<file path="src/rtl/first_match_packet_rule_filter_macros.svh">
// Assertion macros for the packet rule filter.
// Each macro expects clk and rst_n in the scope where it is used.
`ifndef FIRST_MATCH_PACKET_RULE_FILTER_MACROS_SVH
`define FIRST_MATCH_PACKET_RULE_FILTER_MACROS_SVH

`ifndef SYNTHESIS

// Same-cycle implication
`define FMPRF_ASSERT_IMP(label, ante, cons, msg) \
  label: assert property (@(posedge clk) disable iff (!rst_n) (ante) |-> (cons)) \
    else $error(msg);

// Next-cycle implication
`define FMPRF_ASSERT_NXT(label, ante, cons, msg) \
  label: assert property (@(posedge clk) disable iff (!rst_n) (ante) |=> (cons)) \
    else $error(msg);

`else

`define FMPRF_ASSERT_IMP(label, ante, cons, msg)
`define FMPRF_ASSERT_NXT(label, ante, cons, msg)

`endif

`endif

</file>
<file path="src/rtl/fmprf_pkg.sv">
`default_nettype none

package fmprf_pkg;

  // Table size and derived widths
  localparam int MAX_RULES = 64;
  localparam int IDX_W     = (MAX_RULES > 1) ? $clog2(MAX_RULES) : 1;
  localparam int CNT_W     = $clog2(MAX_RULES + 1);

  // Fixed field widths
  localparam int OP_W      = 2;
  localparam int PROTO_W   = 8;
  localparam int DIR_W     = 2;
  localparam int PORT_W    = 16;
  localparam int ADDR_W    = 32;
  localparam int VERDICT_W = 2;
  localparam int RIDX_W    = 6;
  localparam int CFG_IDX_W = 1;
  localparam int CFG_DAT_W = 1;

  // Operation codes
  localparam logic [OP_W-1:0] OP_CLASSIFY = 2'd0;
  localparam logic [OP_W-1:0] OP_APPEND   = 2'd1;
  localparam logic [OP_W-1:0] OP_CLEAR    = 2'd2;

  // Verdict codes
  localparam logic [VERDICT_W-1:0] VERDICT_ALLOW = 2'd0;
  localparam logic [VERDICT_W-1:0] VERDICT_DENY  = 2'd1;

  // Direction codes
  localparam logic [DIR_W-1:0] DIR_IN  = 2'd0;
  localparam logic [DIR_W-1:0] DIR_OUT = 2'd1;
  localparam logic [DIR_W-1:0] DIR_ANY = 2'd2;

  // Configuration register indexes
  localparam logic [CFG_IDX_W-1:0] CFG_NET_DENY  = 1'b0;
  localparam logic [CFG_IDX_W-1:0] CFG_FILTER_EN = 1'b1;

  // One stored rule (61 bits)
  typedef struct packed {
    logic [PROTO_W-1:0]   proto;
    logic                 any_proto;
    logic [DIR_W-1:0]     dir;
    logic [PORT_W-1:0]    port;
    logic [ADDR_W-1:0]    addr;
    logic [VERDICT_W-1:0] verdict;
  } rule_t;

  // Rule write broadcast to the cells
  typedef struct packed {
    logic  en;
    rule_t rule;
  } wr_t;

  // Search token handed from cell to cell
  typedef struct packed {
    logic                 valid;
    logic [PROTO_W-1:0]   proto;
    logic [DIR_W-1:0]     dir;
    logic [PORT_W-1:0]    port;
    logic [ADDR_W-1:0]    addr;
    logic                 hit;
    logic [VERDICT_W-1:0] verdict;
    logic [IDX_W-1:0]     idx;
  } srch_t;

endpackage

`default_nettype wire

</file>
<file path="src/rtl/fmprf_cell.sv">
`default_nettype none

module fmprf_cell import fmprf_pkg::*; (
  input  logic             clk,
  input  logic             rst_n,
  input  logic [IDX_W-1:0] cell_idx,
  input  logic [CNT_W-1:0] rule_count,
  input  wr_t              wr,
  input  srch_t            srch_in,
  output srch_t            srch_out
);

  rule_t rule_r;
  srch_t srch_r;
  srch_t srch_nxt;
  logic  active;
  logic  proto_ok;
  logic  dir_ok;
  logic  key_ok;
  logic  match;

  // Rule storage: written when this cell is the next free slot
  always_ff @(posedge clk) begin
    if (wr.en && (CNT_W'(cell_idx) == rule_count)) begin
      rule_r <= wr.rule;
    end
  end

  // Match this cell's rule against the passing request
  assign active   = CNT_W'(cell_idx) < rule_count;
  assign proto_ok = rule_r.any_proto || (rule_r.proto == srch_in.proto);
  assign dir_ok   = (rule_r.dir == DIR_ANY) || (rule_r.dir == srch_in.dir);
  assign key_ok   = ((srch_in.dir == DIR_IN) && (rule_r.port == srch_in.port)) ||
                    ((srch_in.dir == DIR_OUT) && (rule_r.addr == srch_in.addr));
  assign match    = active && proto_ok && dir_ok && key_ok;

  // First hit along the chain wins; later cells leave it alone
  always_comb begin
    srch_nxt = srch_in;
    if (srch_in.valid && !srch_in.hit && match) begin
      srch_nxt.hit     = 1'b1;
      srch_nxt.verdict = rule_r.verdict;
      srch_nxt.idx     = cell_idx;
    end
  end

  always_ff @(posedge clk) begin
    if (!rst_n) begin
      srch_r <= '0;
    end else begin
      srch_r <= srch_nxt;
    end
  end

  assign srch_out = srch_r;

endmodule

`default_nettype wire

</file>
<file path="config.mk">
export PLATFORM = sky130hd
export DESIGN_NAME = fmprf_cell
export DESIGN_NICKNAME = d
export VERILOG_FILES = /design/src/rtl/first_match_packet_rule_filter_macros.svh /design/src/rtl/fmprf_pkg.sv /design/src/rtl/fmprf_cell.sv
export SDC_FILE = /design/constraint.sdc
export NUM_CORES = 1
export LEC_CHECK = 0
export BUFFER_PORTS_ARGS = -buffer_cell sky130_fd_sc_hd__buf_2
export CAP_MARGIN = 20
export CELL_PAD_IN_SITES_DETAIL_PLACEMENT = 1
export CELL_PAD_IN_SITES_GLOBAL_PLACEMENT = 2
export CORE_MARGIN = 5
export CORE_UTILIZATION = 31
export DETAILED_ROUTE_END_ITERATION = 12
export HOLD_SLACK_MARGIN = 0.12
export PLACE_DENSITY = 0.92
export SLEW_MARGIN = 25
export SYNTH_ARGS = -nofsm -noshare
export SYNTH_HDL_FRONTEND = slang
export SYNTH_SLANG_ARGS = --single-unit
</file>
<file path="constraint.sdc">
create_clock -name clk -period 10.7 [get_ports clk]
set_input_delay 1.07 -clock clk [delete_from_list [all_inputs] [get_ports clk]]
set_output_delay 1.07 -clock clk [all_outputs]
set_load 0.005 [all_outputs]
</file>
==> flow_metrics.env <==
export IMPL_cts_buffers=17
export IMPL_final_util=0.445
export IMPL_layout_min_cycle_time_ps=2920
export IMPL_cts_setup_buffers=0
export IMPL_p_per_area_nw_per_um2=185
export IMPL_root_buffer="clkbuf_16"
export IMPL_syn_to_final_growth_pct=41.0
export IMPL_yosysWarnings=0
export IMPL_synth_area_um2=4570
export IMPL_fmax_mhz=342
export IMPL_grt_overflow=0
export IMPL_dieArea_um2=17300
export IMPL_worst_pin_slew_ps=923
export IMPL_wl_um=12900
export IMPL_crit_type="in -> reg"
export IMPL_setup_violations=0
export IMPL_rows=44
export IMPL_ff2ff_path_depth=6
export IMPL_p_leak_nw=2.86
export IMPL_min_period_over_period=0.273
export IMPL_max_slew_margin=0.385
export IMPL_clock_path_buffers=2
export IMPL_rr_startpoint="rule_r[38]"
export IMPL_drv_cap=0
export IMPL_hold_viol=0
export IMPL_worstSetupStartpointType="input pin"
export IMPL_placed_cells=718
export IMPL_clk_pin_slew_ps=50
export IMPL_fp_coreArea_um2=14500
export IMPL_first_iter_violations=103
export IMPL_grt_max_degree=62
export IMPL_holdPathStages=2
export IMPL_cts_tree="yes"
export IMPL_final_cells=750
export IMPL_gp_congestion=0.784
export IMPL_slew_violations=0
export IMPL_ys_types=27
export IMPL_crit_path_end_kind="register"
export IMPL_fp_dieW_um=131
export IMPL_crit_fanout=9
export IMPL_drc=0
export IMPL_hp_class="reg -> reg"
export IMPL_status="finished, final reports clean"
export IMPL_routedWlPerCell_um=17.1
export IMPL_async_reset_ff_frac=0
export IMPL_peakVddDrop_mv=0.118
export IMPL_layout_common_cells="buf_2 (212), dfxtp_1 (68), edfxtp_1 (61)"
export IMPL_syn_avg_cell_area_um2=13.9
export IMPL_antenna_found_initial=1
export IMPL_r2r_end="srch_out[4]"
export IMPL_fin_skew_ps=5.85
export IMPL_initial_core_util=0.316
export IMPL_vias=3323
export IMPL_reg2reg_slack_ps=8340
export IMPL_seq_area_um2=3190
export IMPL_cts_max_level=4
export IMPL_avgViaCountPerCell=4.43
export IMPL_fin_tns_setup_ps=0
export IMPL_required_ps=10990
export IMPL_drtAntennaViolNets=0
export IMPL_dp_hpwl_um=10000
export IMPL_ioPinCount=213
export IMPL_hp_start="rule_r[1]"
export IMPL_synth_seq_area_share=0.699
export IMPL_cts_sinks=129
export IMPL_cts_resized=0
export IMPL_fillers=1584
export IMPL_drtPass1Iterations=4
export IMPL_antenna_diode_count=0
export IMPL_synth_edf_count=61
export IMPL_cp_arrival_ps=3210
export IMPL_grt_pass1_vias=3885
export IMPL_holdPathEnd="srch_out[7]"
export IMPL_yosys_most_used_dff="dfxtp_1"
export IMPL_dieHeight_um=131
export IMPL_fin_nets=704
export IMPL_rsz0062_at_grt="no"
export IMPL_multi_input_area_um2=1330
export IMPL_ctsHoldBuffers=0
export IMPL_syn_inst=328
export IMPL_layout_drive_gt1_share=0.435
export IMPL_syn_num_nets=479
export IMPL_mostFrequentLayoutCell="buf_2"
export IMPL_io_buffers=212
export IMPL_power_mw=1.19
export IMPL_grt_pass1_wl_um=20300
export IMPL_clock_latency_ps=410
export IMPL_synth_seq_cells=129
export IMPL_grtUsageTotal=0.152
how the worst max path moves through the flow:
stage / start / to / cells past startpoint
6_report: cell_idx[4] / srch_out[4] / 8
3_3_place_gp: cell_idx[4] / srch_out[7] / 8
2_1_floorplan: rule_count[4] / rule_r[0] / 4
4_1_cts: cell_idx[4] / srch_out[3] / 8
3_5_place_dp: cell_idx[4] / srch_out[3] / 8
5_1_grt: cell_idx[4] / srch_out[4] / 8
area by class of cell:
class / count / area share
inverter: 8 / 0.00466
sequential: 129 / 0.496
clock buffer: 20 / 0.0709
multi-input combinational: 184 / 0.206
clock inverter: 12 / 0.0216
timing repair buffer: 213 / 0.166
tap: 184 / 0.0357
power by group:
group	total (mW)	switching (mW)	internal, mW
registers	0.536	0.00423	0.532
clock network	0.579	0.204	0.375
logic	0.0796	0.0374	0.0422
sequential cells by signal (all words and copies together), names as in the netlist:
signal	count
rule_r	61
srch_out	68
worst max-delay path, cell delays in order:
cell and delay, ps:
buf_2 110, ha_1 300, a21oi_1 130, nor3b_1 70, or4_4 530, or4_1 690
o21ai_1 220, a21oi_1 90
routing by layer:
metal | vias up | share of wire | track usage
met5 | - | 0.00086 | 0
met4 | 2 | 0.021 | 0.0617
met3 | 24 | 0.081 | 0.0700
met2 | 132 | 0.53 | 0.271
met1 | 1583 | 0.36 | 0.153
li1 | 1582 | - | -
through the flow:
stage               cell area [um2]  worst slack [ps]  hold slack [ps]
finish                         6440              7780              542
global route                   6440              7680              591
CTS                            6440              7780              545
detailed placement             5850              7330              539
global placement               5850              7460              528
floorplan                      4570              6150              508
logic make-up (layout without fill, tap and decap cells):
logic type | Yosys count | in the layout | share of synthesized area
XOR/XNOR | 56 | 56 | 0.107
flip-flops | 129 | 129 | 0.699
adder cells (fa/ha/maj) | 6 | 6 | 0.0164
buffers and inverters | 15 | 253 | 0.0126
AO/OA/AOI/OAI | 25 | 25 | 0.0301
AND/OR/NAND/NOR | 97 | 97 | 0.135
Yosys cell counts, drive strengths merged, types with 2 or more instances:
cell type | count | area, um2
a21oi | 11 | 55.1
and2 | 59 | 369
clkbuf | 6 | 22.5
dfxtp | 68 | 1360
edfxtp | 61 | 1830
ha | 6 | 75.1
inv | 8 | 30.0
nand3 | 9 | 45.0
nand4 | 3 | 18.8
nor2 | 3 | 11.3
nor3b | 2 | 15.0
nor4 | 15 | 109
o21a | 2 | 16.3
o21ai | 10 | 50.0
or4 | 2 | 18.8
xor2 | 56 | 490
Power figures use the tool's default switching activity.
